<file path="src/design/lscs_pkg.sv">
`timescale 1ns / 1ps
package lscs_pkg;

  // Configuration port
  localparam int REG_W     = 32;
  localparam int CFG_IDX_W = 2;

  localparam logic [CFG_IDX_W-1:0] CFG_INV_DX_X     = 2'd0;
  localparam logic [CFG_IDX_W-1:0] CFG_INV_DX_Y     = 2'd1;
  localparam logic [CFG_IDX_W-1:0] CFG_CURV_LIMIT   = 2'd2;
  localparam logic [CFG_IDX_W-1:0] CFG_MIN_GRADIENT = 2'd3;

  localparam logic [REG_W-1:0] INV_DX_RESET  = 32'd65536;
  localparam logic [REG_W-1:0] MAX_CURV_RESET = 32'd65536;
  localparam logic [REG_W-1:0] MIN_GRAD_RESET = 32'd1;

  // Datapath widths
  localparam int DERIV_W = 32;   // Q16.16 derivatives
  localparam int K_W     = 64;   // scale factors (a reciprocal or a product of two reciprocals)
  localparam int RAD_W   = 64;   // squared gradient magnitude
  localparam int ROOT_W  = 32;   // gradient magnitude, also the divisor width
  localparam int NRM_W   = 31;   // unit normal component, Q1.30 magnitude
  localparam int CURV_W  = 32;

endpackage

</file>
<file path="src/design/lscs_scale.sv">
`timescale 1ns / 1ps
module lscs_scale #(
  parameter int D_W   = 26,
  parameter int SHIFT = 17
) (
  input  logic                                  clk,
  input  logic                                  en,
  input  logic signed [D_W-1:0]                 d,
  input  logic [lscs_pkg::K_W-1:0]              k,
  output logic signed [lscs_pkg::DERIV_W-1:0]   q
);
  import lscs_pkg::*;

  localparam int P_W = D_W + 32;
  localparam int F_W = D_W + K_W;

  logic [D_W-1:0] mag;
  logic           neg;
  logic [P_W-1:0] plo;
  logic [P_W-1:0] phi;
  logic [F_W-1:0] full;
  logic [F_W-1:0] shifted;
  logic [31:0]    m;

  assign mag = d[D_W-1] ? D_W'(-d) : d;

  // First stage: two partial products against the low and high halves of k.
  always_ff @(posedge clk) begin
    if (en) begin
      neg <= d[D_W-1];
      plo <= mag * k[31:0];
      phi <= mag * k[K_W-1:32];
    end
  end

  assign full    = {phi, 32'b0} + F_W'(plo);
  assign shifted = full >> SHIFT;
  assign m       = (shifted > F_W'(33'h0_8000_0000)) ? 32'h8000_0000 : shifted[31:0];

  always_ff @(posedge clk) begin
    if (en) begin
      if (neg) begin
        q <= DERIV_W'(32'd0 - m);
      end else begin
        q <= m[31] ? 32'h7fff_ffff : m;
      end
    end
  end

endmodule

</file>
<file path="config.mk">
export PLATFORM = sky130hd
export DESIGN_NAME = lscs_scale
export DESIGN_NICKNAME = d
export VERILOG_FILES = /design/src/design/lscs_pkg.sv /design/src/design/lscs_scale.sv
export SDC_FILE = /design/constraint.sdc
export NUM_CORES = 2
export LEC_CHECK = 0
export BUFFER_PORTS_ARGS = -buffer_cell sky130_fd_sc_hd__buf_2
export CORE_UTILIZATION = 50
export CTS_CLUSTER_SIZE = 40
export DETAILED_ROUTE_END_ITERATION = 10
export GPL_ROUTABILITY_DRIVEN = 0
export PLACE_DENSITY = 0.71
export SYNTH_ARGS = -nofsm -noshare
export SYNTH_HDL_FRONTEND = slang
export SYNTH_SLANG_ARGS = --single-unit
</file>
<file path="constraint.sdc">
create_clock -name clk -period 24.2 [get_ports clk]
set_clock_uncertainty 0.15 [all_clocks]
set_input_delay 1.21 -clock clk [delete_from_list [all_inputs] [get_ports clk]]
set_output_delay 1.21 -clock clk [all_outputs]
set_load 0.03 [all_outputs]
</file>
==> results.md <==
- Vias/cell: about 5.6
- Fin crit period: 12.06 ns
- Cell Area, Synth: around 60,000 um2
- Drt wl/cell: between 15 and 20 um
- CP endpoint kind: flip-flop
- Max-cap violations: 0
- Worst-Margin Slew: about 1.2 ns
- Fill count: approximately 11,000
- Status: completed
- DRT Wirelength: about 160 mm
- Clk Tree Root Cell: clkbuf_16
- Final Hold Vio Count: 0
- Layout net count: approximately 8,400
- Post_cts resized: 0
- Critical setup path kind: in2reg
- H-tree Lvls: 4
- Post-synth ARST share: 0
- Mapped Avg Cell Area: about 9.0 um2
- Crit path top cell by count: fa_1
- Final setup viols: 0
- Crit-path max FO: between 60 and 70
- Die ar.: ~120,000 um2
- First-pass GRT wire length: between 200 and 300 mm
- Sequential share of the synthesized area: 0.0663
- Antenna-violating nets left: 0
- Post-Synthesis Cells: roughly 6,600
- Post-synthesis cell type count: 77
- Worst Hold Class: reg2reg
- Port buffer count: around 120
- Num ports: 124
- Max frequency: just over 0.08 GHz
- CTS max path bufs: 2
- Row cnt: between 100 and 150
- TNS Setup: 0 ns
- Worst-path clk slew: around 0.070 ns
- Post-DP HPWL: approximately 120 mm
- CP required: 24.25 ns
- Yosys warns: 0
- CTS tree: yes
- Final Cycle Share: 0.498
- Worst slew margin: 0.179
- Layout area overhead: 4.05%
- Clk_lat worst skew: between 0.4 and 0.5 ns
- CP Data Arrival Time: 12.12 ns
- Post CTS Setup Buffer Count: 0
- Flop and latch count out of synthesis: between 100 and 150
- Total congestion overflow: 0
- Net Count, Synth: roughly 8,600
- Sink Count: about 130
- Slowest stage delay, CP: about 0.70 ns
- Layout Cells excl Fill: 8,014
- TritonRoute pass-1 iters: 7
- Die X: between 300 and 400 um
- Area of the multi-input gates: 49,100 um2
- Cts hold-fix bufs: 0
- RSZ-0062 raised after global routing: false
- Slowest-stage cell, CP: o41ai_1
- Via count: between 40,000 and 50,000
- Total Routing Usage GR: 0.272
- Final core occ: 0.526
- Startpoint types: input pin
- Largest net degree at the start of global routing: between 70 and 80
- Number of global-route vias before repair: between 40,000 and 50,000
- Slew Viols, Final: 0
- Placed cell count: 7,977
- Starting density of the core: 0.506
- Storage element area: around 4000 um2
- Number of synthesized flops with an enable pin: ~130
- Layout cells sized above 1: 0.0378
- Ys flop type: edfxtp_1
- Die Span Y: about 350 um
- Number of buffers created by CTS: 17
- Initial antenna violation count: 16
- Core area: ~120,000 um2
- DRC Markers: 0
- DRT iter0 DRCs: about 3,300
## placed cells by master, fill, tap and decap left out, types with 12 or more instances in the layout
cell,instances
a211oi_1,22
a21o_1,55
a21oi_1,126
a31oi_1,16
and2_1,573
and3_1,12
buf_2,122
buf_4,34
clkbuf_16,17
edfxtp_1,132
fa_1,1436
ha_1,418
inv_1,1509
nand2_1,1080
nand2b_1,26
nand3_1,42
nand4_1,42
nor2_1,122
nor2b_1,143
nor3_1,32
nor4_1,13
o21a_1,32
o21ai_0,97
o21bai_1,12
o31ai_1,14
or2_2,14
or3_1,21
xnor2_1,84
xnor2_2,19
xor2_1,33
## worst max-delay path: cells and delay by family
kind | cells | cell delay, ns
and+or+nand+nor | 7 | 1.84
adders and majority gates | 9 | 3.91
xor gates and xnor gates | 2 | 0.67
buffers and inverters | 8 | 1.44
AOI/OAI and AO/OA | 9 | 3.01
## layout make-up
type,count,share of cell area
multi-input combinational,4643,0.790
inverter,1509,0.0911
sequential,132,0.0637
tap,1536,0.0309
timing repair buffer,157,0.0141
clock buffer,17,0.00684
clock inverter,15,0.00300
antenna,5,0.000201
## per-layer routing
metal / global-route usage / share of wire / vias to the layer above
li1: - / - / 19300
met1: 0.369 / 0.41 / 23100
met3: 0.0434 / 0.079 / 303
met2: 0.452 / 0.48 / 1807
met4: 0.0764 / 0.027 / 18
met5: 0 / 0.00059 / -
## Yosys cell counts, types with 5 or more instances
library cell	n	share of area
or3_1	21	0.0022
o21bai_1	12	0.0015
o211ai_1	11	0.0014
and2_1	573	0.060
and3_1	12	0.0013
a22oi_1	5	0.00063
nand4_1	42	0.0044
or4_1	9	0.0011
o22ai_1	11	0.0012
o21ai_0	97	0.0081
o21ai_1	6	0.00050
o41ai_1	7	0.0010
nor2_1	122	0.0077
o31a_1	7	0.0010
or2_2	14	0.0015
a21o_1	55	0.0069
o21a_1	32	0.0040
edfxtp_1	132	0.066
nor4b_1	6	0.00088
o31ai_1	14	0.0018
xor2_1	37	0.0054
xnor2_1	103	0.015
a211o_1	6	0.00088
mux2i_1	6	0.0010
o221ai_1	7	0.0010
a31oi_1	16	0.0017
clkbuf_1	319	0.020
nor3_1	32	0.0027
nor4_1	13	0.0014
fa_1	1436	0.48
inv_1	1509	0.095
nand3_1	42	0.0035
nor2b_1	143	0.015
nand2b_1	26	0.0027
a21oi_1	126	0.011
a211oi_1	22	0.0028
nand2_1	1080	0.068
ha_1	418	0.087
## sequential cells by signal, indices dropped and copies added, names as in the netlist
| signal | cells |
|---|---|
| neg | 1 |
| phi | 58 |
| plo | 41 |
| q | 32 |
## cells by family (layout without fill, tap and decap cells)
kind of cell             count (synthesis)  in the layout  synth area share
multiplexers                             9              9           0.00157
XOR/XNOR                               140            140            0.0205
adder cells (fa/ha/maj)               1854           1854             0.568
flip-flops                             132            132            0.0663
AND/OR/NAND/NOR                       2159           2159             0.176
other                                    0              5                 0
AO/OA/AOI/OAI                          481            481            0.0521
buffers and inverters                 1834           1698             0.115
## metrics by stage
step                hold WS [ns]  area (um2)  worst slack, ns
finish                     0.575       62200            12.14
global route               0.605       62200            11.57
CTS                        0.564       62200            12.27
detailed placement         0.533       61600            11.80
global placement           0.550       61600            12.10
floorplan                  0.376       59800            13.57
## worst paths after layout
kind / startpoint / endpoint / slack [ns] / cells after the start
worst max-delay path: d[0] / phi[52] / 12.14 / 35
worst min-delay path: plo[17] / q[0] / 0.58 / 2
worst max register to register: plo[38] / q[16] / 16.88 / 20
worst min register to register: plo[17] / q[0] / 0.58 / 2
Power is left out: the tool's default activity adds up to more than one toggle a clock period on the data nets, which glitch-free logic cannot reach.
