<file path="config.mk">
export PLATFORM = sky130hd
export DESIGN_NAME = lscs_isqrt
export DESIGN_NICKNAME = d
export VERILOG_FILES = /design/src/design/lscs_pkg.sv /design/src/design/lscs_isqrt.sv
export SDC_FILE = /design/constraint.sdc
export NUM_CORES = 2
export LEC_CHECK = 0
export BUFFER_PORTS_ARGS = -buffer_cell sky130_fd_sc_hd__buf_2
export CORE_UTILIZATION = 45
export CTS_CLUSTER_DIAMETER = 120
export DETAILED_ROUTE_END_ITERATION = 10
export GPL_ROUTABILITY_DRIVEN = 1
export PLACE_DENSITY_LB_ADDON = 0.15
export SLEW_MARGIN = 10
export SYNTH_ARGS = -nofsm -noshare
export SYNTH_HDL_FRONTEND = slang
export SYNTH_SLANG_ARGS = --single-unit
export TNS_END_PERCENT = 50
</file>
<file path="constraint.sdc">
create_clock -name clk -period 20.7 [get_ports clk]
set_clock_uncertainty 0.05 [all_clocks]
set_input_delay 2.07 -clock clk [delete_from_list [all_inputs] [get_ports clk]]
set_output_delay 2.07 -clock clk [all_outputs]
set_load 0.02 [all_outputs]
</file>
<file path="src/design/lscs_pkg.sv">
`timescale 1ns / 1ps
package lscs_pkg;

  // Configuration port
  localparam int REG_W     = 32;
  localparam int CFG_IDX_W = 2;

  localparam logic [CFG_IDX_W-1:0] CFG_INV_DX_X     = 2'd0;
  localparam logic [CFG_IDX_W-1:0] CFG_INV_DX_Y     = 2'd1;
  localparam logic [CFG_IDX_W-1:0] CFG_CURV_LIMIT   = 2'd2;
  localparam logic [CFG_IDX_W-1:0] CFG_MIN_GRADIENT = 2'd3;

  localparam logic [REG_W-1:0] INV_DX_RESET  = 32'd65536;
  localparam logic [REG_W-1:0] MAX_CURV_RESET = 32'd65536;
  localparam logic [REG_W-1:0] MIN_GRAD_RESET = 32'd1;

  // Datapath widths
  localparam int DERIV_W = 32;   // Q16.16 derivatives
  localparam int K_W     = 64;   // scale factors (a reciprocal or a product of two reciprocals)
  localparam int RAD_W   = 64;   // squared gradient magnitude
  localparam int ROOT_W  = 32;   // gradient magnitude, also the divisor width
  localparam int NRM_W   = 31;   // unit normal component, Q1.30 magnitude
  localparam int CURV_W  = 32;

endpackage

</file>
<file path="src/design/lscs_isqrt.sv">
`timescale 1ns / 1ps
module lscs_isqrt #(
  parameter int SIDE_W = 1
) (
  input  logic                          clk,
  input  logic                          rst,
  input  logic                          en,
  input  logic                          valid_in,
  input  logic [lscs_pkg::RAD_W-1:0]    radicand,
  input  logic [SIDE_W-1:0]             side_in,
  output logic                          valid_out,
  output logic [lscs_pkg::ROOT_W-1:0]   root,
  output logic [SIDE_W-1:0]             side_out
);
  import lscs_pkg::*;

  // Two result bits per stage, digit-by-digit square root.
  localparam int NSTG  = ROOT_W / 2;
  localparam int REM_W = ROOT_W + 2;

  logic              vld  [NSTG];
  logic [REM_W-1:0]  rem  [NSTG];
  logic [ROOT_W-1:0] rt   [NSTG];
  logic [RAD_W-1:0]  rad  [NSTG];
  logic [SIDE_W-1:0] side [NSTG];

  for (genvar s = 0; s < NSTG; s++) begin : g_stg
    logic              v_i;
    logic [REM_W-1:0]  rem_i;
    logic [ROOT_W-1:0] rt_i;
    logic [RAD_W-1:0]  rad_i;
    logic [SIDE_W-1:0] side_i;
    logic [REM_W-1:0]  rem_n;
    logic [ROOT_W-1:0] rt_n;
    logic [RAD_W-1:0]  rad_n;

    if (s == 0) begin : g_first
      assign v_i    = valid_in;
      assign rem_i  = '0;
      assign rt_i   = '0;
      assign rad_i  = radicand;
      assign side_i = side_in;
    end else begin : g_rest
      assign v_i    = vld[s-1];
      assign rem_i  = rem[s-1];
      assign rt_i   = rt[s-1];
      assign rad_i  = rad[s-1];
      assign side_i = side[s-1];
    end

    always_comb begin
      logic [REM_W+1:0] t;
      logic [REM_W+1:0] trial;
      rem_n = rem_i;
      rt_n  = rt_i;
      rad_n = rad_i;
      for (int j = 0; j < 2; j++) begin
        t     = {rem_n, rad_n[RAD_W-1:RAD_W-2]};
        rad_n = rad_n << 2;
        trial = (REM_W+2)'({rt_n, 2'b01});
        if (t >= trial) begin
          rem_n = REM_W'(t - trial);
          rt_n  = {rt_n[ROOT_W-2:0], 1'b1};
        end else begin
          rem_n = t[REM_W-1:0];
          rt_n  = {rt_n[ROOT_W-2:0], 1'b0};
        end
      end
    end

    always_ff @(posedge clk) begin
      if (rst) begin
        vld[s] <= 1'b0;
      end else if (en) begin
        vld[s] <= v_i;
      end
    end

    always_ff @(posedge clk) begin
      if (en) begin
        rem[s]  <= rem_n;
        rt[s]   <= rt_n;
        rad[s]  <= rad_n;
        side[s] <= side_i;
      end
    end
  end

  assign valid_out = vld[NSTG-1];
  assign root      = rt[NSTG-1];
  assign side_out  = side[NSTG-1];

endmodule

</file>
==> metrics <==
outcome=finished clean; RSZ-0062 raised after global routing=no; I/O pins=approximately 100; wire per inst=20.03 um; ys flop type=edfxtp_1; Slew @ Worst Pin=~1.1 ns; GR Overflow Total=0; buffers plus inverters on the worst setup path=3; nets=slightly below 9k; Starting DRT DRC Count=approximately 4.6k; commonest non-fill, non-tap cell in the layout=edfxtp_1; fin crit period=about 8.1 ns; Mapped Area=81780 um^2; CP Class=flop to flop; input/output buffers=between 100 and 150; setup violators final=0; delay of the slowest cell on the worst path=around 0.64 ns; CTS root buf=clkbuf_16; Max Cap Violations=0; final hold vios=0; # clock sinks=1271; Synth Register Bits=about 1.3k; vias in the first global route=roughly 58k; Clock Tree Buf Depth=3; setup repair bufs after CTS=0; CTS tree=yes; slew margin rel.=25.28%; Crit-path slowest cell=or4b_2; TNS Setup=0 ns; proportion of layout cells with a drive suffix above 1=around 7.0%; final hold slack=0.3543 ns; worst IR drop on VDD=0.07707 mV; overall global routing resource usage=between 20% and 30%; Vias=slightly above 60k; period utilization=39.07%; Seq/Total Area, Yosys=a little under half; hold buffer count at cts=0; TritonRoute pass-1 iters=5; Pins Over Slew Limit=0; cts bufs inserted=about 150; P_leak=between 30 and 40 nW; detailed placer's ending HPWL=between 150000 and 200000 um; Top delay family on crit path=compound AO/OA/AOI/OAI gates; ys async rst share=0%; Placer Congestion=approximately 0.92; Syn. warnings=0; most frequent cells in the layout=edfxtp_1, a21oi_1, nor2_1; H-Tree Depth=4; Layout area overhead=9.548%; PwrDens=roughly 130 nW/um^2; total wire length=212200 um; Die H=428.3 um; crit path DAT=roughly 8.6 ns; first-pass GRT wire length=about 330000 um; FMAX=~120 MHz; DRC Markers=0; Vias/cell=~5.7; Reg clk slew, reported paths=about 0.060 ns; initial antenna violation count=7; CP Max Fanout=39; Distinct cells, synth=approximately 110; Initial Utilization=approximately 45%; nature of the critical path endpoint=flop; full die area=between 150000 and 200000 um^2; Power, Total=between 10 and 15 mW; EDFF count, synth=about 1.3k; worst-skew pair later-pin latency=roughly 0.80 ns; Cells after Synth=8024; DRT antenna net count=0; total core area=roughly 180000 um^2; largest net degree at the start of global routing=~170; Synth Area per Inst=slightly above 10 um^2; Tightest Hold Check Type=flop to flop; cell row count=between 150 and 200; Req. time, crit path=between 20 and 25 ns; Critical Path Start Type=flop; die width=428.3 um; FILL cells=around 17k; cts repair resizes=0
-- layout make-up --
class / instances / area [um^2] / area share, %
Antenna cell: 3 / 7.507 / 0.008379
Timing Repair Buffer: 141 / 830.8 / 0.9273
Clock buffer: 165 / 3767 / 4.205
Clock inverter: 92 / 1025 / 1.144
Multi-Input combinational cell: 6066 / 41000 / 45.77
Tap cell: 2370 / 2965 / 3.310
Inverter: 485 / 1826 / 2.038
Sequential cell: 1271 / 38170 / 42.60
-- sequential cells by signal, summed over array words and instances (netlist names) --
name  cells
side     16
rem     487
rad     480
rt      272
vld      16
-- path summary, 6_finish.rpt --
kind	from	slack (ns)	endpoint	cells past startpoint
min	rad[0][287]	0.35	rad[0][351]	0
max reg2reg	rem[1][68]	12.61	rem[1][135]	25
min reg2reg	rad[0][287]	0.35	rad[0][351]	0
max	rem[1][68]	12.61	rem[1][135]	25
-- worst register-to-register path, stage by stage, from the launching register on --
cell and delay, ns:
edfxtp_1 0.39, ha_1 0.38, nor2b_1 0.17, o31a_1 0.28, o31ai_1 0.63, a311oi_1 0.43, or2_1 0.33, buf_4 0.27
inv_2 0.42, nor2_1 0.11, nor2_1 0.14, ha_1 0.33, a21oi_1 0.32, o21ai_0 0.24, a221o_1 0.41, a21o_1 0.20
a21o_1 0.18, a21oi_1 0.24, o221a_2 0.24, or4b_2 0.64, or4b_1 0.54, buf_4 0.28, nand3_1 0.23, nor3_1 0.10
or3b_2 0.23, xnor2_1 0.06
-- synth_stat cells (101+ instances only) --
| master | number | share of area [%] |
|---|---|---|
| edfxtp_1 | 1271 | 47 |
| nand2_1 | 638 | 2.9 |
| nor2b_1 | 101 | 0.77 |
| ha_1 | 558 | 8.5 |
| xnor2_1 | 490 | 5.2 |
| inv_1 | 473 | 2.2 |
| clkbuf_1 | 143 | 0.66 |
| xor2_1 | 272 | 2.9 |
| nor3_1 | 195 | 1.2 |
| nand4_1 | 127 | 0.97 |
| o21ai_0 | 382 | 2.3 |
| a21oi_1 | 676 | 4.1 |
| nor2_1 | 674 | 3.1 |
| nand3_1 | 184 | 1.1 |
| a21o_1 | 264 | 2.4 |
-- cell families (layout without fill, tap and decap cells) --
group,count (synthesis),in the layout,synth area share (%)
buf+inv,689,883,3.236
other cells,1,6,0.004585
compound gates,2012,2012,15.68
simple gates,2606,2606,16.03
mux,124,124,1.674
xor+xnor,762,762,8.160
flops,1271,1271,46.67
fa+ha+maj,559,559,8.549
-- through the flow --
stage                     cells  area [um^2]  setup slack (ns)  util, %
final                     10590        89590             12.61    49.62
after CTS                 10590        89580             12.84    49.62
after detailed placement  10330        84790             12.86    46.96
after floorplan            8026        81790             14.13        -
after global routing      10590        89580             12.20    49.62
after global placement    10330        84780             12.58    46.96
-- routing by layer --
| metal | vias to the layer above | routed length, um | GRT usage, % |
|---|---|---|---|
| met5 | - | 27 | 0 |
| met4 | 4 | 5255 | 6.575 |
| met3 | 280 | 9630 | 2.948 |
| met2 | 1430 | 97490 | 36.27 |
| met1 | 29240 | 99780 | 31.71 |
| li1 | 29940 | - | - |
-- report_power, final --
group	total, mW	internal, mW	switching [mW]
sequential	3.79	3.44	0.347
clock	2.56	1.47	1.08
combinational	4.92	2.04	2.88
No activity file was read; power rests on OpenSTA's default activity.
