## src/design/lscs_pkg.sv

```systemverilog
`timescale 1ns / 1ps
package lscs_pkg;

  // Configuration port
  localparam int REG_W     = 32;
  localparam int CFG_IDX_W = 2;

  localparam logic [CFG_IDX_W-1:0] CFG_INV_DX_X     = 2'd0;
  localparam logic [CFG_IDX_W-1:0] CFG_INV_DX_Y     = 2'd1;
  localparam logic [CFG_IDX_W-1:0] CFG_CURV_LIMIT   = 2'd2;
  localparam logic [CFG_IDX_W-1:0] CFG_MIN_GRADIENT = 2'd3;

  localparam logic [REG_W-1:0] INV_DX_RESET  = 32'd65536;
  localparam logic [REG_W-1:0] MAX_CURV_RESET = 32'd65536;
  localparam logic [REG_W-1:0] MIN_GRAD_RESET = 32'd1;

  // Datapath widths
  localparam int DERIV_W = 32;   // Q16.16 derivatives
  localparam int K_W     = 64;   // scale factors (a reciprocal or a product of two reciprocals)
  localparam int RAD_W   = 64;   // squared gradient magnitude
  localparam int ROOT_W  = 32;   // gradient magnitude, also the divisor width
  localparam int NRM_W   = 31;   // unit normal component, Q1.30 magnitude
  localparam int CURV_W  = 32;

endpackage

```

## src/design/lscs_div.sv

```systemverilog
`timescale 1ns / 1ps
module lscs_div #(
  parameter int STEPS  = 31,
  parameter int SIDE_W = 1
) (
  input  logic                          clk,
  input  logic                          rst,
  input  logic                          en,
  input  logic                          valid_in,
  input  logic [lscs_pkg::ROOT_W-1:0]   rem_in,
  input  logic [STEPS-1:0]              bits_in,
  input  logic [lscs_pkg::ROOT_W-1:0]   divisor,
  input  logic [SIDE_W-1:0]             side_in,
  output logic                          valid_out,
  output logic [STEPS-1:0]              quot,
  output logic [SIDE_W-1:0]             side_out
);
  import lscs_pkg::*;

  // Restoring division, up to two quotient bits per stage. The partial
  // remainder entering must already be below the divisor.
  localparam int NSTG = (STEPS + 1) / 2;

  logic              vld  [NSTG];
  logic [ROOT_W-1:0] rem  [NSTG];
  logic [STEPS-1:0]  bts  [NSTG];
  logic [STEPS-1:0]  quo  [NSTG];
  logic [ROOT_W-1:0] dvs  [NSTG];
  logic [SIDE_W-1:0] side [NSTG];

  for (genvar s = 0; s < NSTG; s++) begin : g_stg
    logic              v_i;
    logic [ROOT_W-1:0] rem_i;
    logic [STEPS-1:0]  bts_i;
    logic [STEPS-1:0]  quo_i;
    logic [ROOT_W-1:0] dvs_i;
    logic [SIDE_W-1:0] side_i;
    logic [ROOT_W-1:0] rem_n;
    logic [STEPS-1:0]  bts_n;
    logic [STEPS-1:0]  quo_n;

    if (s == 0) begin : g_first
      assign v_i    = valid_in;
      assign rem_i  = rem_in;
      assign bts_i  = bits_in;
      assign quo_i  = '0;
      assign dvs_i  = divisor;
      assign side_i = side_in;
    end else begin : g_rest
      assign v_i    = vld[s-1];
      assign rem_i  = rem[s-1];
      assign bts_i  = bts[s-1];
      assign quo_i  = quo[s-1];
      assign dvs_i  = dvs[s-1];
      assign side_i = side[s-1];
    end

    always_comb begin
      logic [ROOT_W:0] t;
      rem_n = rem_i;
      bts_n = bts_i;
      quo_n = quo_i;
      t     = '0;
      for (int j = 0; j < 2; j++) begin
        if (2 * s + j < STEPS) begin
          t     = {rem_n, bts_n[STEPS-1]};
          bts_n = bts_n << 1;
          if (t >= {1'b0, dvs_i}) begin
            rem_n = ROOT_W'(t - {1'b0, dvs_i});
            quo_n = {quo_n[STEPS-2:0], 1'b1};
          end else begin
            rem_n = t[ROOT_W-1:0];
            quo_n = {quo_n[STEPS-2:0], 1'b0};
          end
        end
      end
    end

    always_ff @(posedge clk) begin
      if (rst) begin
        vld[s] <= 1'b0;
      end else if (en) begin
        vld[s] <= v_i;
      end
    end

    always_ff @(posedge clk) begin
      if (en) begin
        rem[s]  <= rem_n;
        bts[s]  <= bts_n;
        quo[s]  <= quo_n;
        dvs[s]  <= dvs_i;
        side[s] <= side_i;
      end
    end
  end

  assign valid_out = vld[NSTG-1];
  assign quot      = quo[NSTG-1];
  assign side_out  = side[NSTG-1];

endmodule

```

## config.mk

```make
export PLATFORM = sky130hd
export DESIGN_NAME = lscs_div
export DESIGN_NICKNAME = d
export VERILOG_FILES = /design/src/design/lscs_pkg.sv /design/src/design/lscs_div.sv
export SDC_FILE = /design/constraint.sdc
export NUM_CORES = 2
export LEC_CHECK = 0
export BUFFER_PORTS_ARGS = -buffer_cell sky130_fd_sc_hd__buf_2
export CAP_MARGIN = 0
export CORE_MARGIN = 8
export CORE_UTILIZATION = 65
export DETAILED_ROUTE_END_ITERATION = 8
export GPL_TIMING_DRIVEN = 0
export PLACE_DENSITY_LB_ADDON = 0.15
export SLEW_MARGIN = 20
export SYNTH_ARGS = -nofsm -noshare
export SYNTH_HDL_FRONTEND = slang
export SYNTH_SLANG_ARGS = --single-unit
export TNS_END_PERCENT = 100
```

## constraint.sdc

```tcl
create_clock -name clk -period 9.37 [get_ports clk]
set_clock_uncertainty 0.15 [all_clocks]
set_input_delay 2.811 -clock clk [delete_from_list [all_inputs] [get_ports clk]]
set_output_delay 2.811 -clock clk [all_outputs]
set_load 0.1 [all_outputs]
```

==> results by group <==
Finish
  • Layout area overhead: 8.59%
  • Layout cells sized above 1: 10.3%
  • NumNets Final: 11500
  • Final core utilization: 70.9%

Clock network
  • Clock sinks: 1488
  • Root Driver: clkbuf_16
  • H-tree depth: 4
  • Clock Latency Late Sink: around 0.83 ns
  • Max Root-Sink Buffers: 3
  • Postcts setup bufs: 0
  • Num CTS Buffers: 157
  • Reg clk slew, reported paths: 0.06 ns
  • CTS tree: built

Yosys
  • Synthesized instance count: 10000
  • EDFF count, synth: roughly 1500
  • Share of flip-flops with an asynchronous set or reset: 0%
  • Syn_nets: approximately 11000
  • Top post-synthesis cells by area: edfxtp_1, ha_1, mux2_2, a21oi_1, xnor2_1
  • Seq/Total Area, Yosys: a little over two fifths
  • Top-count cell post-synth: edfxtp_1
  • Area leader, netlist: edfxtp_1
  • Yosys cell types: 104
  • Post-synth top flop: edfxtp_1
  • Post-synth top cells: edfxtp_1, ha_1, a21oi_1
  • Netlist Area Pre-Place: between 100000 and 150000 um2
  • Synth warnings: 0
  • Mean Syn Cell Area: 10.4 um2
  • Yosys reg bits: 1488
  • Post-synth top area share: 42.7%

Status
  • Run status: complete, no violations

Global route
  • Global route overflow: 0
  • Met1 Use GR: 39.3%
  • Met2 usage: 55.1%
  • Met3 usage: 4.43%
  • GRT busiest layer: met2
  • Largest net degree at the start of global routing: 159
  • Vias in the first global route: 79100
  • GRT Util Overall: 32.2%
  • First-pass GRT wire length: around 440 mm
  • Initial antenna violation count: 8

Timing
  • Worst slew pin tran: 1.12 ns
  • Fmax achieved: around 110 MHz
  • Max-slew violation count: 0
  • RSZ-0062 raised after global routing: no
  • Hold Vio Cnt, Final: 0
  • Final worst-path cycle share: 95.2%
  • WHS: between 0.2 and 0.25 ns
  • Min cycle time layout: just under 9 ns
  • Worst slew margin: 25.4%
  • Final setup vio count: 0

Floorplanning
  • Initial Util: 65.3%
  • Std-Cell Core Area: 160000 um2
  • I/O pins: 133
  • # rows: 147
  • Die area: 174000 um2
  • Die width: 417 um
  • Die height: ~420 um

Placement
  • GP Congestion: 0.990
  • DPL Wire Length: 229 mm
  • I/O Buffers: 132

Routing
  • DR vias: 81400
  • DRC: 0
  • DRT Pass-1 Iters: 8
  • Antenna Nets Post-Route: 0
  • Initial drt markers: 8101
  • Vias per cell: roughly 6.4
  • Routed WL: between 200 and 300 mm
  • Detail-routed net length per standard cell: ~23 um

Worst setup path
  • Critical path class: reg2reg
  • Critical Path RT: 9.85 ns
  • Crit end category: flop
  • Startpoint types: flop
  • CP Data Arrival Time: about 9.4 ns
  • Crit path max fanout: 10

Run
  • Max-cap check violation count: 0

Min path
  • Worst hold path type: reg2reg
## cell type report
class | count | area, um2
clock inverters | 110 | 1250
flip-flops and latches | 1488 | 44700
clock buffers | 175 | 4060
fillers | 11800 | 46500
diodes | 2 | 5.00
multi-input cells | 7542 | 56000
repair buffers | 143 | 956
inverters | 808 | 3030
plain buffers | 208 | 931
well taps | 2160 | 2700
## cells by family (layout without fill, tap and decap cells)
logic type / count (synthesis) / in the layout / synth area share [%]
AO/OA/AOI/OAI: 2955 / 2955 / 18.1
flip-flops: 1488 / 1488 / 42.7
buffers and inverters: 1017 / 1444 / 3.79
adder cells (fa/ha/maj): 1022 / 1022 / 12.4
other: 0 / 2 / 0
AND/OR/NAND/NOR: 2210 / 2210 / 10.3
multiplexers: 565 / 565 / 6.13
XOR/XNOR: 790 / 790 / 6.61
## layout by cell type (no fill, tap or decap), types with 49 or more instances in the layout
master,n
a211oi_1,70
a21o_1,473
a21oi_1,919
a31oi_1,98
and2_1,62
and3_1,104
buf_2,180
clkbuf_1,148
clkbuf_16,160
edfxtp_1,1488
ha_1,992
inv_1,797
mux2_2,487
nand2_1,627
nand2b_1,118
nand3_1,176
nand4_1,155
nor2_1,525
nor2b_1,130
nor3_1,121
o211ai_1,49
o21a_1,129
o21ai_0,600
o21bai_1,127
o31ai_1,64
xnor2_1,525
xor2_1,265
## critical path, cell delays in order (launching register included)
cell       delay [ns]
edfxtp_1         0.47
inv_1            0.11
ha_1             0.39
o21a_1           0.14
o31ai_1          0.09
a21oi_1          0.16
o21ai_0          0.30
a2111oi_0        0.76
o211ai_1         0.33
o21a_1           0.25
a22oi_1          0.25
clkbuf_1         0.87
a21oi_1          0.31
ha_1             0.37
a21oi_1          0.21
o211ai_1         0.18
o41ai_1          0.50
o211ai_1         0.26
a221o_1          0.43
a21oi_1          0.44
a21o_1           0.18
nand3_1          0.26
clkbuf_1         0.42
buf_1            0.51
a21oi_1          0.38
## sequential cells by signal, indices dropped and copies added, names as in the netlist
| signal | flops |
|---|---|
| bts | 225 |
| dvs | 480 |
| quo | 271 |
| rem | 480 |
| side | 16 |
| vld | 16 |
## stage by stage
step                      setup slack [ns]  area, um2  setup TNS [ns]  cells
after floorplan                       1.16     105000               0  10000
after global placement              -17.91     108000               -  12300
after detailed placement            -0.963     108000          -27.94  12300
after CTS                           0.0713     114000               0  12600
after global routing                0.0861     114000               0  12600
final                                0.449     114000               0  12600
## path summary, 6_finish.rpt
path | to | slack, ns | start | cells after the start
setup / recovery | rem[0][233] | 0.45 | dvs[0][194] | 24
hold / removal | quo[1][189] | 0.24 | quo[1][156] | 0
hold reg to reg | quo[1][189] | 0.24 | quo[1][156] | 0
setup reg to reg | rem[0][233] | 0.45 | dvs[0][194] | 24
## what timing repair did
action                                  CTS  global route
hold buffers                              0             0
endpoints found under the setup margin   28            33
resized for setup                         1             5
pin swaps                                 0             0
## layer usage
metal	share of wire, %	routed length [um]
met2	48	140000
met5	0.016	46
met1	39	113000
met3	6.9	20200
met4	6.5	19000
Power is left out: the tool's default activity adds up to more than one toggle a clock period on the data nets, which glitch-free logic cannot reach.
